<file path="config.mk">
export PLATFORM = sky130hd
export DESIGN_NAME = form_field_extract_decode_unit
export DESIGN_NICKNAME = d
export VERILOG_FILES = /design/src/hdl/fde_pkg.sv /design/src/hdl/fde_front.sv /design/src/hdl/fde_cmd_fifo.sv /design/src/hdl/fde_back.sv /design/src/hdl/form_field_extract_decode_unit.sv
export SDC_FILE = /design/constraint.sdc
export NUM_CORES = 1
export LEC_CHECK = 0
export BUFFER_PORTS_ARGS = -buffer_cell sky130_fd_sc_hd__buf_2
export CELL_PAD_IN_SITES_DETAIL_PLACEMENT = 1
export CELL_PAD_IN_SITES_GLOBAL_PLACEMENT = 2
export CORE_ASPECT_RATIO = 1.4
export CORE_MARGIN = 2
export CORE_UTILIZATION = 35
export CTS_BUF_LIST = sky130_fd_sc_hd__clkbuf_4 sky130_fd_sc_hd__clkbuf_8
export CTS_CLUSTER_SIZE = 16
export DETAILED_ROUTE_END_ITERATION = 10
export HOLD_SLACK_MARGIN = 0.05
export PLACE_DENSITY_LB_ADDON = 0.08
export SLEW_MARGIN = 20
export SYNTH_ARGS = -nofsm -noshare
export SYNTH_HDL_FRONTEND = slang
export SYNTH_SLANG_ARGS = --single-unit
</file>
<file path="constraint.sdc">
create_clock -name clk -period 9.3 [get_ports clk]
set_clock_uncertainty 0.1 [all_clocks]
set_input_delay 1.86 -clock clk [delete_from_list [all_inputs] [get_ports clk]]
set_output_delay 1.86 -clock clk [all_outputs]
set_load 0.01 [all_outputs]
</file>
<file path="src/hdl/fde_pkg.sv">
`timescale 1ns / 1ps
// ----------------------------------------------------------------------------
// fde_pkg: shared definitions of the form field extract and decode unit
// Character codes, state encodings, the command passed from the front end
// to the back end, and small helper functions.
// ----------------------------------------------------------------------------
package fde_pkg;

  localparam int MAX_KEY_CHARS = 8;
  localparam int KEY_BITS      = 8 * MAX_KEY_CHARS;
  localparam int KIDX_W        = (MAX_KEY_CHARS > 1) ? $clog2(MAX_KEY_CHARS) : 1;
  localparam int KPOS_W        = 4;

  localparam int CMD_FIFO_DEPTH = 4;
  localparam int CMD_PTR_W      = (CMD_FIFO_DEPTH > 1) ? $clog2(CMD_FIFO_DEPTH) : 1;
  localparam int CMD_CNT_W      = $clog2(CMD_FIFO_DEPTH + 1);

  localparam int PADDR_W = 4;
  localparam int PDATA_W = 64;
  localparam int REG_SEL = 3;

  typedef enum logic {
    REG_KEY_CHARS  = 1'b0,
    REG_KEY_LENGTH = 1'b1
  } reg_idx_t;

  localparam logic [7:0] CH_NUL   = 8'h00;
  localparam logic [7:0] CH_NL    = 8'h0A;
  localparam logic [7:0] CH_SPACE = 8'h20;
  localparam logic [7:0] CH_PCT   = 8'h25;
  localparam logic [7:0] CH_AMP   = 8'h26;
  localparam logic [7:0] CH_PLUS  = 8'h2B;
  localparam logic [7:0] CH_SEMI  = 8'h3B;
  localparam logic [7:0] CH_LT    = 8'h3C;
  localparam logic [7:0] CH_EQ    = 8'h3D;
  localparam logic [7:0] CH_GT    = 8'h3E;
  localparam logic [7:0] CH_B     = 8'h62;
  localparam logic [7:0] CH_G     = 8'h67;
  localparam logic [7:0] CH_L     = 8'h6C;
  localparam logic [7:0] CH_R     = 8'h72;
  localparam logic [7:0] CH_T     = 8'h74;

  typedef enum logic [2:0] {
    PH_KEY,
    PH_SKIP,
    PH_EMIT,
    PH_STOP,
    PH_DRAIN
  } phase_t;

  typedef enum logic [1:0] {
    ESC_IDLE,
    ESC_FIRST,
    ESC_SECOND,
    ESC_DROP
  } esc_t;

  typedef enum logic [2:0] {
    CMD_NONE,
    CMD_CHAR,
    CMD_GT,
    CMD_LT,
    CMD_BR
  } cmd_kind_t;

  typedef struct packed {
    cmd_kind_t  kind;
    logic [7:0] data;
    logic       has_done;
    logic       found;
  } cmd_t;

  function automatic logic [7:0] to_lower(input logic [7:0] c);
    logic [7:0] r;
    r = c;
    if (c inside {[8'h41:8'h5A]}) begin
      r = c + 8'h20;
    end
    return r;
  endfunction

  // Returns {valid, nibble}.
  function automatic logic [4:0] hex_digit(input logic [7:0] c);
    logic [7:0] d;
    logic       v;
    d = 8'h00;
    v = 1'b0;
    if (c inside {[8'h30:8'h39]}) begin
      d = c - 8'h30;
      v = 1'b1;
    end else if (c inside {[8'h61:8'h66]}) begin
      d = c - 8'h57;
      v = 1'b1;
    end else if (c inside {[8'h41:8'h46]}) begin
      d = c - 8'h37;
      v = 1'b1;
    end
    return {v, d[3:0]};
  endfunction

  function automatic logic key_match(input logic [KPOS_W-1:0] kpos, input logic ksm,
                                     input logic [KPOS_W-1:0] klen);
    return ksm && (klen != '0) && (klen <= KPOS_W'(MAX_KEY_CHARS)) && (kpos == klen);
  endfunction

  function automatic logic [2:0] body_count(input cmd_kind_t kind);
    logic [2:0] n;
    case (kind)
      CMD_CHAR:                n = 3'd1;
      CMD_GT, CMD_LT, CMD_BR:  n = 3'd4;
      default:                 n = 3'd0;
    endcase
    return n;
  endfunction

  function automatic logic [7:0] entity_byte(input cmd_kind_t kind, input logic [1:0] idx);
    logic [7:0] b;
    b = CH_NUL;
    case (kind)
      CMD_GT: begin
        case (idx)
          2'd0:    b = CH_AMP;
          2'd1:    b = CH_G;
          2'd2:    b = CH_T;
          default: b = CH_SEMI;
        endcase
      end
      CMD_LT: begin
        case (idx)
          2'd0:    b = CH_AMP;
          2'd1:    b = CH_L;
          2'd2:    b = CH_T;
          default: b = CH_SEMI;
        endcase
      end
      CMD_BR: begin
        case (idx)
          2'd0:    b = CH_LT;
          2'd1:    b = CH_B;
          2'd2:    b = CH_R;
          default: b = CH_GT;
        endcase
      end
      default: b = CH_NUL;
    endcase
    return b;
  endfunction

endpackage

</file>
<file path="src/hdl/fde_front.sv">
`timescale 1ns / 1ps
// ----------------------------------------------------------------------------
// fde_front: field parser and decoder
// Tracks the key match and escape state one raw byte per cycle while accept
// is high and turns each byte into at most one command for the back end.
// ----------------------------------------------------------------------------
module fde_front (
  input  logic                          clk,
  input  logic                          rst_n,
  input  logic                          accept,
  input  logic [7:0]                    in_byte,
  input  logic                          in_is_final,
  input  logic [fde_pkg::KEY_BITS-1:0]  key_chars,
  input  logic [fde_pkg::KPOS_W-1:0]    key_length,
  output fde_pkg::cmd_t                 cmd,
  output logic                          cmd_push
);

  fde_pkg::phase_t              phase_r, phase_nxt, phase_mid;
  logic [fde_pkg::KPOS_W-1:0]   kpos_r, kpos_nxt, kpos_mid;
  logic                         ksm_r, ksm_nxt, ksm_mid;
  fde_pkg::esc_t                esc_r, esc_nxt, esc_mid;
  logic [7:0]                   hex_r, hex_nxt, hex_mid;

  logic                         done_sent;
  logic                         put_en;
  logic [7:0]                   put_byte;
  logic                         start;
  logic [4:0]                   hex_d;
  logic [7:0]                   want;
  logic                         km_cur;
  logic                         fin_done;
  logic                         fin_found;

  assign hex_d  = fde_pkg::hex_digit(in_byte);
  assign want   = key_chars[8*kpos_r[fde_pkg::KIDX_W-1:0] +: 8];
  assign km_cur = fde_pkg::key_match(kpos_r, ksm_r, key_length);

  // Effect of the byte before the end-of-form handling.
  always_comb begin
    phase_mid = phase_r;
    kpos_mid  = kpos_r;
    ksm_mid   = ksm_r;
    esc_mid   = esc_r;
    hex_mid   = hex_r;
    done_sent = 1'b0;
    put_en    = 1'b0;
    put_byte  = in_byte;
    start     = 1'b0;
    case (phase_r)
      fde_pkg::PH_KEY: begin
        if (in_byte == fde_pkg::CH_AMP) begin
          if (kpos_r != '0 && km_cur) begin
            done_sent = 1'b1;
            phase_mid = fde_pkg::PH_DRAIN;
          end else begin
            start = 1'b1;
          end
        end else if (in_byte == fde_pkg::CH_EQ) begin
          // Leading '=' of a key are skipped.
          if (kpos_r != '0) begin
            phase_mid = km_cur ? fde_pkg::PH_EMIT : fde_pkg::PH_SKIP;
            esc_mid   = fde_pkg::ESC_IDLE;
            hex_mid   = 8'h00;
          end
        end else begin
          if (kpos_r < key_length && kpos_r < fde_pkg::KPOS_W'(fde_pkg::MAX_KEY_CHARS)) begin
            if (fde_pkg::to_lower(want) != fde_pkg::to_lower(in_byte)) begin
              ksm_mid = 1'b0;
            end
          end else begin
            ksm_mid = 1'b0;
          end
          if (kpos_r <= fde_pkg::KPOS_W'(fde_pkg::MAX_KEY_CHARS)) begin
            kpos_mid = kpos_r + 1'b1;
          end
        end
      end
      fde_pkg::PH_SKIP: begin
        if (in_byte == fde_pkg::CH_AMP) begin
          start = 1'b1;
        end
      end
      fde_pkg::PH_EMIT, fde_pkg::PH_STOP: begin
        if (in_byte == fde_pkg::CH_AMP) begin
          done_sent = 1'b1;
          phase_mid = fde_pkg::PH_DRAIN;
        end else if (phase_r == fde_pkg::PH_EMIT) begin
          case (esc_r)
            fde_pkg::ESC_FIRST: begin
              if (hex_d[4]) begin
                hex_mid = {4'h0, hex_d[3:0]};
                esc_mid = fde_pkg::ESC_SECOND;
              end else begin
                esc_mid = fde_pkg::ESC_DROP;
              end
            end
            fde_pkg::ESC_SECOND: begin
              // A bad second digit leaves the first digit as the value.
              esc_mid  = fde_pkg::ESC_IDLE;
              put_en   = 1'b1;
              put_byte = hex_d[4] ? {hex_r[3:0], hex_d[3:0]} : hex_r;
              hex_mid  = put_byte;
            end
            fde_pkg::ESC_DROP: begin
              esc_mid = fde_pkg::ESC_IDLE;
            end
            default: begin
              if (in_byte == fde_pkg::CH_PCT) begin
                esc_mid = fde_pkg::ESC_FIRST;
                hex_mid = 8'h00;
              end else if (in_byte == fde_pkg::CH_PLUS) begin
                put_en   = 1'b1;
                put_byte = fde_pkg::CH_SPACE;
              end else begin
                put_en = 1'b1;
              end
            end
          endcase
          if (put_en && put_byte == fde_pkg::CH_NUL) begin
            phase_mid = fde_pkg::PH_STOP;
          end
        end
      end
      default: begin
      end
    endcase
    if (start) begin
      phase_mid = fde_pkg::PH_KEY;
      kpos_mid  = '0;
      ksm_mid   = 1'b1;
      esc_mid   = fde_pkg::ESC_IDLE;
      hex_mid   = 8'h00;
    end
  end

  // Next state: a final byte always starts a new form.
  always_comb begin
    if (in_is_final) begin
      phase_nxt = fde_pkg::PH_KEY;
      kpos_nxt  = '0;
      ksm_nxt   = 1'b1;
      esc_nxt   = fde_pkg::ESC_IDLE;
      hex_nxt   = 8'h00;
    end else begin
      phase_nxt = phase_mid;
      kpos_nxt  = kpos_mid;
      ksm_nxt   = ksm_mid;
      esc_nxt   = esc_mid;
      hex_nxt   = hex_mid;
    end
  end

  // Command for the back end.
  always_comb begin
    fin_done  = in_is_final && !done_sent && phase_mid != fde_pkg::PH_DRAIN;
    fin_found = phase_mid == fde_pkg::PH_EMIT || phase_mid == fde_pkg::PH_STOP ||
                (phase_mid == fde_pkg::PH_KEY && kpos_mid != '0 &&
                 fde_pkg::key_match(kpos_mid, ksm_mid, key_length));
    cmd.data = put_byte;
    cmd.kind = fde_pkg::CMD_NONE;
    if (put_en) begin
      case (put_byte)
        fde_pkg::CH_NUL: cmd.kind = fde_pkg::CMD_NONE;
        fde_pkg::CH_GT:  cmd.kind = fde_pkg::CMD_GT;
        fde_pkg::CH_LT:  cmd.kind = fde_pkg::CMD_LT;
        fde_pkg::CH_NL:  cmd.kind = fde_pkg::CMD_BR;
        default:         cmd.kind = fde_pkg::CMD_CHAR;
      endcase
    end
    cmd.has_done = done_sent || fin_done;
    cmd.found    = done_sent ? 1'b1 : fin_found;
    cmd_push     = accept && (cmd.kind != fde_pkg::CMD_NONE || cmd.has_done);
  end

  always_ff @(posedge clk) begin
    if (!rst_n) begin
      phase_r <= fde_pkg::PH_KEY;
      kpos_r  <= '0;
      ksm_r   <= 1'b1;
      esc_r   <= fde_pkg::ESC_IDLE;
      hex_r   <= 8'h00;
    end else if (accept) begin
      phase_r <= phase_nxt;
      kpos_r  <= kpos_nxt;
      ksm_r   <= ksm_nxt;
      esc_r   <= esc_nxt;
      hex_r   <= hex_nxt;
    end
  end

  a_final_restarts: assert property (@(posedge clk) disable iff (!rst_n)
    accept && in_is_final |=> phase_r == fde_pkg::PH_KEY && kpos_r == '0 && ksm_r)
    else $error("final byte did not restart the parser");

endmodule

</file>
<file path="src/hdl/fde_cmd_fifo.sv">
`timescale 1ns / 1ps
// ----------------------------------------------------------------------------
// fde_cmd_fifo: command queue between front end and back end
// A small first-in first-out store that lets either side stall alone.
// ----------------------------------------------------------------------------
module fde_cmd_fifo (
  input  logic           clk,
  input  logic           rst_n,
  input  logic           wr_en,
  input  fde_pkg::cmd_t  wr_data,
  input  logic           rd_en,
  output fde_pkg::cmd_t  rd_data,
  output logic           full,
  output logic           empty
);

  fde_pkg::cmd_t                  slot_r [fde_pkg::CMD_FIFO_DEPTH];
  logic [fde_pkg::CMD_PTR_W-1:0]  wr_ptr_r, wr_ptr_nxt;
  logic [fde_pkg::CMD_PTR_W-1:0]  rd_ptr_r, rd_ptr_nxt;
  logic [fde_pkg::CMD_CNT_W-1:0]  count_r, count_nxt;
  logic                           do_wr;
  logic                           do_rd;

  assign full    = count_r == fde_pkg::CMD_CNT_W'(fde_pkg::CMD_FIFO_DEPTH);
  assign empty   = count_r == '0;
  assign do_wr   = wr_en && !full;
  assign do_rd   = rd_en && !empty;
  assign rd_data = slot_r[rd_ptr_r];

  always_comb begin
    wr_ptr_nxt = wr_ptr_r;
    rd_ptr_nxt = rd_ptr_r;
    count_nxt  = count_r;
    if (do_wr) begin
      wr_ptr_nxt = (wr_ptr_r == fde_pkg::CMD_PTR_W'(fde_pkg::CMD_FIFO_DEPTH - 1)) ?
                   '0 : wr_ptr_r + 1'b1;
    end
    if (do_rd) begin
      rd_ptr_nxt = (rd_ptr_r == fde_pkg::CMD_PTR_W'(fde_pkg::CMD_FIFO_DEPTH - 1)) ?
                   '0 : rd_ptr_r + 1'b1;
    end
    if (do_wr && !do_rd) begin
      count_nxt = count_r + 1'b1;
    end else if (do_rd && !do_wr) begin
      count_nxt = count_r - 1'b1;
    end
  end

  always_ff @(posedge clk) begin
    if (!rst_n) begin
      wr_ptr_r <= '0;
      rd_ptr_r <= '0;
      count_r  <= '0;
    end else begin
      wr_ptr_r <= wr_ptr_nxt;
      rd_ptr_r <= rd_ptr_nxt;
      count_r  <= count_nxt;
    end
  end

  always_ff @(posedge clk) begin
    if (do_wr) begin
      slot_r[wr_ptr_r] <= wr_data;
    end
  end

  a_no_overflow: assert property (@(posedge clk) disable iff (!rst_n)
    !(wr_en && full))
    else $error("command written into a full queue");

  a_count_bound: assert property (@(posedge clk) disable iff (!rst_n)
    count_r <= fde_pkg::CMD_CNT_W'(fde_pkg::CMD_FIFO_DEPTH))
    else $error("command queue count out of range");

endmodule

</file>
<file path="src/hdl/fde_back.sv">
`timescale 1ns / 1ps
// ----------------------------------------------------------------------------
// fde_back: result emitter
// Expands each queued command into its result beats into an output register
// that the consumer pops, one beat per cycle while no waiting beat is held.
// ----------------------------------------------------------------------------
module fde_back (
  input  logic           clk,
  input  logic           rst_n,
  input  fde_pkg::cmd_t  head,
  input  logic           head_empty,
  output logic           head_pop,
  output logic           empty,
  input  logic           pop,
  output logic [7:0]     out_byte,
  output logic           out_is_done,
  output logic           out_found,
  output logic           out_run_last
);

  logic [2:0]  idx_r, idx_nxt;
  logic        valid_r, valid_nxt;
  logic [7:0]  byte_r, byte_nxt;
  logic        done_r, done_nxt;
  logic        found_r, found_nxt;
  logic        last_r, last_nxt;
  logic [2:0]  n_body;
  logic [2:0]  total;
  logic        load;
  logic        item_last;

  assign n_body    = fde_pkg::body_count(head.kind);
  assign total     = n_body + {2'b00, head.has_done};
  assign load      = !head_empty && (!valid_r || pop);
  assign item_last = idx_r == (total - 3'd1);
  assign head_pop  = load && item_last;

  always_comb begin
    if (idx_r < n_body) begin
      byte_nxt  = (head.kind == fde_pkg::CMD_CHAR) ? head.data :
                  fde_pkg::entity_byte(head.kind, idx_r[1:0]);
      done_nxt  = 1'b0;
      found_nxt = 1'b0;
    end else begin
      byte_nxt  = fde_pkg::CH_NUL;
      done_nxt  = 1'b1;
      found_nxt = head.found;
    end
    last_nxt = item_last;
    if (load) begin
      idx_nxt = item_last ? 3'd0 : idx_r + 3'd1;
    end else begin
      idx_nxt = idx_r;
    end
    if (load) begin
      valid_nxt = 1'b1;
    end else if (pop) begin
      valid_nxt = 1'b0;
    end else begin
      valid_nxt = valid_r;
    end
  end

  always_ff @(posedge clk) begin
    if (!rst_n) begin
      idx_r   <= 3'd0;
      valid_r <= 1'b0;
    end else begin
      idx_r   <= idx_nxt;
      valid_r <= valid_nxt;
    end
  end

  always_ff @(posedge clk) begin
    if (load) begin
      byte_r  <= byte_nxt;
      done_r  <= done_nxt;
      found_r <= found_nxt;
      last_r  <= last_nxt;
    end
  end

  assign empty        = !valid_r;
  assign out_byte     = byte_r;
  assign out_is_done  = done_r;
  assign out_found    = found_r;
  assign out_run_last = last_r;

  // The done marker is always the closing beat of its byte and carries zero.
  a_done_closes: assert property (@(posedge clk) disable iff (!rst_n)
    valid_r && done_r |-> last_r && byte_r == fde_pkg::CH_NUL)
    else $error("done marker is not the last beat or carries data");

  a_beat_held: assert property (@(posedge clk) disable iff (!rst_n)
    valid_r && !pop |=> valid_r && $stable(byte_r) && $stable(last_r))
    else $error("waiting result beat changed before it was taken");

endmodule

</file>
<file path="src/hdl/form_field_extract_decode_unit.sv">
`timescale 1ns / 1ps
// ----------------------------------------------------------------------------
// form_field_extract_decode_unit: form field extractor and percent decoder
// Finds the configured field in URL-encoded form data and emits its decoded
// value, HTML-escaped, followed by a done marker.
// ----------------------------------------------------------------------------
// One raw byte is accepted per cycle while full is low; the parser state is
// updated at the accepting edge and the byte becomes at most one command in a
// four-entry queue. The emitter drains the queue at one result beat per cycle
// while its output register is free or popped, so the first beat of a byte
// passes through the queue and then the output register before it shows on
// the result ports. A plain value byte gives one beat, while '<', '>' and a
// newline give four beats (five with a done marker), and the queue fills and
// raises full when such expansions arrive faster than the consumer pops. Bytes
// that give no result never wait on the emitter beyond queue space. Key name
// and length are written through the APB port; the low address bits below
// bit 3 are ignored. There is no clearing pass after reset.
module form_field_extract_decode_unit (
  input  logic                          clk,
  input  logic                          rst_n,
  input  logic                          push,
  output logic                          full,
  input  logic [7:0]                    in_byte,
  input  logic                          in_is_final,
  output logic                          empty,
  input  logic                          pop,
  output logic [7:0]                    out_byte,
  output logic                          out_is_done,
  output logic                          out_found,
  output logic                          out_run_last,
  input  logic                          psel,
  input  logic                          penable,
  input  logic                          pwrite,
  input  logic [fde_pkg::PADDR_W-1:0]   paddr,
  input  logic [fde_pkg::PDATA_W-1:0]   pwdata,
  output logic [fde_pkg::PDATA_W-1:0]   prdata,
  output logic                          pready
);

  logic [fde_pkg::KEY_BITS-1:0]  key_chars_r;
  logic [fde_pkg::KPOS_W-1:0]    key_length_r;
  logic                          cfg_wr;
  fde_pkg::reg_idx_t             cfg_sel;
  logic                          accept;
  fde_pkg::cmd_t                 front_cmd;
  logic                          front_push;
  fde_pkg::cmd_t                 head_cmd;
  logic                          head_empty;
  logic                          head_pop;
  logic                          fifo_full;

  assign pready  = 1'b1;
  assign cfg_wr  = psel && penable && pwrite;
  assign cfg_sel = fde_pkg::reg_idx_t'(paddr[fde_pkg::REG_SEL]);

  always_ff @(posedge clk) begin
    if (!rst_n) begin
      key_chars_r  <= '0;
      key_length_r <= '0;
    end else if (cfg_wr) begin
      case (cfg_sel)
        fde_pkg::REG_KEY_CHARS:  key_chars_r  <= pwdata[fde_pkg::KEY_BITS-1:0];
        fde_pkg::REG_KEY_LENGTH: key_length_r <= pwdata[fde_pkg::KPOS_W-1:0];
        default: begin
        end
      endcase
    end
  end

  always_comb begin
    case (cfg_sel)
      fde_pkg::REG_KEY_CHARS:  prdata = fde_pkg::PDATA_W'(key_chars_r);
      fde_pkg::REG_KEY_LENGTH: prdata = fde_pkg::PDATA_W'(key_length_r);
      default:                 prdata = '0;
    endcase
  end

  assign full   = fifo_full;
  assign accept = push && !fifo_full;

  fde_front u_front (
    .clk         (clk),
    .rst_n       (rst_n),
    .accept      (accept),
    .in_byte     (in_byte),
    .in_is_final (in_is_final),
    .key_chars   (key_chars_r),
    .key_length  (key_length_r),
    .cmd         (front_cmd),
    .cmd_push    (front_push)
  );

  fde_cmd_fifo u_fifo (
    .clk     (clk),
    .rst_n   (rst_n),
    .wr_en   (front_push),
    .wr_data (front_cmd),
    .rd_en   (head_pop),
    .rd_data (head_cmd),
    .full    (fifo_full),
    .empty   (head_empty)
  );

  fde_back u_back (
    .clk          (clk),
    .rst_n        (rst_n),
    .head         (head_cmd),
    .head_empty   (head_empty),
    .head_pop     (head_pop),
    .empty        (empty),
    .pop          (pop),
    .out_byte     (out_byte),
    .out_is_done  (out_is_done),
    .out_found    (out_found),
    .out_run_last (out_run_last)
  );

endmodule

</file>
======== After elaboration in Yosys (flattened, before gate mapping) ========
Memory sizes are Yosys's and may differ from the RTL's. A register that Yosys moved wholly into a read port is not among the register bits.
Cells that the tools add are included.
Widths: inputs -> output; s select.
storage, ports and cells
  memories kept ........................... 1
  input port bits ......................... 84
  bits in writable memories ............... 52
  bits in registers ....................... 108
  latch bits .............................. 0
  ROM bits ................................ 0
operators by class
  reductions and logical operators ........ 60
  div/mod/pow operators ................... 0
  mux-type cells .......................... 109
  add/subtract/negate cells ............... 13
  bitwise gates (word level) .............. 1
  shift operators ......................... 1
  order comparisons ....................... 14
  multipliers ............................. 0
  equal/unequal tests ..................... 38
memory list
  name           words  bits a word  rd ports  clocked after Yosys merged registers in  wr ports  RTL line            text
  u_fifo.slot_r  4      13           1         1                                        1         fde_cmd_fifo.sv:17  fde_pkg::cmd_t slot_r [fde_pkg::CMD_FIFO_DEPTH];
operator list
  operator             count
  $mux 8               29
  $pmux 64 s2          1
  $shiftx 64x7->8      1
  $pmux 7 s3           3
  $eq 8x6->1 const B   6
  $pmux 8 s3           2
  $mux 3               13
  $mux 4               9
  $le 8x7->1 const B   4
  $pmux 8 s2           2
  $mux 1               29
  $logic_and 1x1->1    28
  $mux 2               13
  $ge 8x7->1 const B   3
  $eq 3x2->1 const B   6
  $add 8x6->8 const B  2
  $logic_not 8->1      2
  $reduce_bool 4->1    4
  $ne 4x2->1 const B   3
  $ne 4x3->1 const B   3
  $ne 6x4->1 const B   2
  $pmux 3 s2           2
  $pmux 3 s4           1
  $eq 2x2->1 const B   5
  36 further kinds     63

======== Depth between registers and ports, before layout ========
  depth in word-level cells ............... 27
  gate-level depth with buffers ........... 19

======== Modules after synthesis ========
Synthesis repeated with hierarchy kept, for this count alone.
second synthesis, totals
  cell total of the unflattened synthesis .. 1004
  area total of the unflattened synthesis .. 9855.7 um^2
modules (own cells, without submodules)
  module                          seq. area each (um^2)  instances  cells each  area an instance (um^2)
  fde_front                       360.3                  1          421         3286.9
  form_field_extract_decode_unit  1361.3                 1          366         3231.8
  fde_cmd_fifo                    1741.7                 1          118         2398.6
  fde_back                        410.4                  1          99          938.4

======== Least setup slack after synthesis ========
Ideal clock, no wire load.
  kind .................................... input to register
  start ................................... in in_byte[0]
  end ..................................... reg u_fifo.count_r[2] in the netlist's numbering
  data required time ...................... 9.124 ns
  arrival ................................. 5.452 ns
  stages .................................. 18
  path slack .............................. 3.673 ns
  path buffers ............................ 2
  cells stage by stage .................... clkbuf_1 > inv_1 > ha_1 > or4b_4 > nor3_2 > a211oi_2 > or2_1 > buf_6 > o31ai_1 > a21oi_1 > a21o_2 > a41oi_4 > ha_1 > inv_1 > fa_1 > xor2_1 > or3_1 > a21boi_0
on the way
  cells in the longest elaborated chain, start to end .. 26
  elaborated cells between the ends (all ways) .. 74
  classes of those cells .................. add/sub (3); order compare (6); eq/ne (8); mux (39); reduce/logical (18)
RTL lines
  what                                      RTL line                              text
  from (decl)                               form_field_extract_decode_unit.sv:23  input logic [7:0] in_byte,
  $ge 8x7->1 or $le 8x7->1 (tied branches)  fde_pkg.sv:94                         end else if (c inside {[8'h41:8'h46]}) begin
  $logic_and 1x1->1                         fde_pkg.sv:94
  $mux 4 or $mux 1 (tied branches)          fde_pkg.sv:94
  $mux 4 or $mux 1 (tied branches)          fde_pkg.sv:91                         end else if (c inside {[8'h61:8'h66]}) begin
  $mux 4 or $mux 1 (tied branches)          fde_pkg.sv:88                         if (c inside {[8'h30:8'h39]}) begin
  $mux 8                                    fde_front.sv:102                      put_byte = hex_d[4] ? {hex_r[3:0], hex_d[3:0]} : hex_r;
  $pmux 8 s2                                fde_front.sv:89                       case (esc_r)
  $mux 8                                    fde_front.sv:88                       end else if (phase_r == fde_pkg::PH_EMIT) begin
  [... 11 more ...]                         --
  $logic_or 1x1->1                          fde_front.sv:171                      cmd.has_done = done_sent || fin_done;
  $logic_or 1x1->1 *                        fde_front.sv:173                      cmd_push = accept && (cmd.kind != fde_pkg::CMD_NONE || cmd.has_done);
  $logic_and 1x1->1 *                       fde_front.sv:173
  $logic_and 1x1->1 *                       fde_cmd_fifo.sv:26                    assign do_wr = wr_en && !full;
  named net u_fifo.do_wr                    fde_cmd_fifo.sv:21                    logic do_wr;
  $logic_not 1->1                           fde_cmd_fifo.sv:44                    end else if (do_rd && !do_wr) begin
  $logic_and 1x1->1                         fde_cmd_fifo.sv:44
  $reduce_bool 2->1 (no line)               --
  to (signal assigned)                      fde_cmd_fifo.sv:57                    count_r <= count_nxt;
  to (decl)                                 fde_cmd_fifo.sv:20                    logic [fde_pkg::CMD_CNT_W-1:0] count_r, count_nxt;
Mark *: on every way through the listed nets, which the timed path passes. The rest lies on a longest branch. The select of a mux whose other input is x is not followed.
A chain may end at the register's enable or synchronous reset.

==> qor.yml <==
outcome:
  outcome: "finished, final reports clean"
timing:
  fin_setup_tns_ns: 0
  period_minus_slack_ns: 6.05
  max_clock_freq_ghz: 0.165
  hold_viol_final: 0
  rsz0062_at_grt: "no"
  finalMaxSlewViolations: 0
  finalCritPeriodShare_pct: 65.1
  worst_pin_slew_ns: 0.985
  timing.hold.ws_ns: 0.374
  worst_slack_ns: 3.25
  setup_viol: 0
  max_slew_margin_pct: 34.2
clocking:
  postCtsSetupBuffers: 0
  ctsResizeCount: 0
  cts_root_buffer: "clkbuf_8"
  htree_levels: 4
  cts_hold_buffers: 0
  cts_buffers: 17
  cts.clk_slew.worst_paths_ns: 0.10
  cts_tree: "built"
  cts_buffer_depth: 2
  cts_sinks: 162
  clk_latency_ns: 0.49
pwr:
  p_clk_share_pct: 30.1
  p_seq_share_pct: 47.1
  peakVddDrop_v: 0.0000851
  p_leak_nw: 4.12
  pwr_density_cell_mw_per_mm2: 169
  swShare_pct: 34.2
  comb_power_share_pct: 22.8
  power.switching_mw: 0.613
  p_int_mw: 1.18
min_path:
  min_to: "key_chars_r[23]$_SDFFE_PN0P_"
  min_from: "key_chars_r[23]$_SDFFE_PN0P_"
  holdPathStages: 2
  worst_hold_path_type: "reg2reg"
global_route:
  grt_max_degree: 68
  grt_first_pass_wirelength_um: 44800
  grt_pass1_vias: 7914
  track_usage_pct: 20.9
  grt_overflow: 0
  antenna_found_initial: 1
route:
  drtIter0Drc: 319
  first_pass_iters: 5
  vias_per_cell: 5.24
  routed_wl_um: 28700
  detailroute.via_count: 7581
  ant_nets: 0
  wire_per_inst_um: 19.8
  drc: 0
synth:
  synth-simple-area-share_pct: 23.1
  synth_flop_cell: "dfxtp_1"
  synth_fa_ha_area_share_pct: 4.54
  ys_seq_elements: 162
  synthCells: 988
  synth_edf_count: 63
  syn_area_mm2: 0.00926
  synth_compound_area_share_pct: 15.3
  yosysUniqueCellTypes: 88
  synth_top_family_by_area: "simple AND/OR/NAND/NOR gates"
  yosys_warnings: 0
  syn_nets: 1105
  ys_seq_area_share_pct: 41.8
  synth_xor_area_share_pct: 1.51
  syn_avg_cell_area_um2: 9.37
  async_flop_share_pct: 0
  synth.area.mux_share_pct: 9.19
final_layout:
  multi_input_area_mm2: 0.00497
  final_cell_mix: "nand2_1 (174), buf_2 (157), dfxtp_1 (99)"
  diodes: 0
  drive_above_1_share_pct: 23.4
  nFillCells: 3104
  ff_latch_area_mm2: 0.00387
  nNetsFinal: 1226
  syn2layout_area_growth_pct: 14.7
  mostFrequentLayoutCell: "nand2_1"
worst_setup_path:
  cp-start-kind: "primary input"
  r2r_setup_slack_ns: 4.28
  worst-path-max-fanout: 12
  r2r_end: "u_fifo.count_r[2]$_SDFFE_PN0P_"
  worstRegToRegCells: 16
  cp-end-kind: "flop"
  crit_arrival_ns: 6.36
  r2r-start: "u_front.kpos_r[0]$_SDFFE_PN0P_"
  worst_ep_required_time_ns: 9.61
  path_class: "in2reg"
die:
  die_h_um: 196
  pin_count: 162
  core_area_mm2: 0.0261
  dieArea_mm2: 0.0278
  die_x_um: 141
  rows: 70
  floorplan.initialDensity_pct: 35.5
job:
  maxCapViolations: 0
placed_design:
  gp_congestion: 0.815
  place_ws_ns: 2.73
  io_buffers: 157
  place_hpwl_um: 21000
## layout make-up
| type | instances | share of cell area (%) |
|---|---|---|
| multi-input combinational | 732 | 46.9 |
| sequential | 162 | 36.5 |
| timing repair buffer | 163 | 7.83 |
| tap | 324 | 3.82 |
| clock buffer | 17 | 2.20 |
| clock inverter | 15 | 1.63 |
| inverter | 33 | 1.17 |
## registers in the layout (all words and copies together), names as in the netlist, 4 cells and up, named ones only
name,cells
key_chars_r,64
u_fifo.slot_r,52
u_back.out_byte,8
u_front.hex_r,8
key_length_r,4
u_front.kpos_r,4
## power groups by stage
stage	Sequential (mW)	Clock (mW)	Combinational, mW
global route	0.853	0.582	0.459
floorplan	0.866	0	0.272
finish	0.845	0.539	0.409
detailed placement	0.862	0	0.416
global placement	0.860	0	0.412
CTS	0.846	0.556	0.418
## layer usage
| metal | wire length, um | GRT usage, % | vias to the layer above |
|---|---|---|---|
| met4 | 397 | 5.15 | 2 |
| met2 | 15600 | 39.8 | 143 |
| met1 | 11500 | 23.5 | 3667 |
| li1 | - | - | 3744 |
| met3 | 1150 | 4.57 | 25 |
| met5 | 8 | 0 | - |
## logic make-up after synthesis
| family | count (synthesis) |
|---|---|
| other | 1 |
| adders and majority gates | 33 |
| AOI/OAI and AO/OA | 211 |
| DFF | 162 |
| and+or+nand+nor | 423 |
| buffers and inverters | 94 |
| xor gates and xnor gates | 16 |
| muxes | 48 |
## through the flow
stage,util (%),power [mW],instance area (um2),instances
2_1_floorplan,-,1.14,9260,988
3_3_place_gp,39.1,1.27,10200,1414
3_5_place_dp,39.1,1.28,10200,1414
4_1_cts,40.7,1.82,10600,1446
5_1_grt,40.7,1.89,10600,1446
6_report,40.7,1.79,10600,1446
## worst max-delay path, stage by stage
cell,delay (ns)
buf_2,0.24
inv_1,0.10
ha_1,0.27
or4b_4,0.60
nor3_2,0.19
a211oi_2,0.11
nor2_1,0.55
nand4_1,0.21
a41o_2,0.36
inv_2,0.12
nor4_4,0.07
a41oi_4,0.34
ha_1,0.25
inv_1,0.06
fa_1,0.37
xor2_1,0.17
or3_1,0.31
a21boi_0,0.16
## synthesized netlist by cell type, drive strengths merged (3+ instances only)
cell type | number | share of area, %
ha | 32 | 4.3
a41oi | 4 | 0.58
nor3 | 16 | 0.97
nand3 | 16 | 0.92
nand2 | 174 | 7.1
edfxtp | 63 | 20
o31ai | 4 | 0.32
buf | 22 | 1.6
a22oi | 8 | 0.65
nand4 | 8 | 0.54
nor2 | 61 | 2.6
o211ai | 4 | 0.43
nand3b | 3 | 0.24
mux2i | 13 | 1.4
nor2b | 72 | 4.9
mux4 | 29 | 7.1
or3 | 7 | 0.54
and2 | 15 | 1.0
inv | 31 | 1.3
or2 | 4 | 0.27
clkbuf | 39 | 1.6
a31oi | 6 | 0.41
xnor2 | 13 | 1.2
o22ai | 3 | 0.20
dfxtp | 99 | 21
nand2b | 9 | 0.61
mux2 | 6 | 0.73
a21o | 11 | 0.92
a211oi | 9 | 0.89
a22o | 5 | 0.49
and3 | 9 | 0.61
nor3b | 6 | 0.54
nor4 | 8 | 0.77
xor2 | 3 | 0.28
a21boi | 30 | 2.4
a21oi | 79 | 4.3
o21ai | 23 | 1.2
## worst max path at each step
stage	depth (start not counted)	start	to
final	18	in_byte[1]	u_fifo.count_r[2]$_SDFFE_PN0P_
after global routing	18	in_byte[1]	u_fifo.count_r[2]$_SDFFE_PN0P_
after CTS	18	in_byte[1]	u_fifo.count_r[2]$_SDFFE_PN0P_
after detailed placement	18	in_byte[1]	u_fifo.count_r[2]$_SDFFE_PN0P_
after global placement	18	in_byte[1]	u_fifo.count_r[2]$_SDFFE_PN0P_
after floorplan	18	in_byte[0]	u_fifo.count_r[2]$_SDFFE_PN0P_
Note: power is estimated with default switching activity, not from simulation.
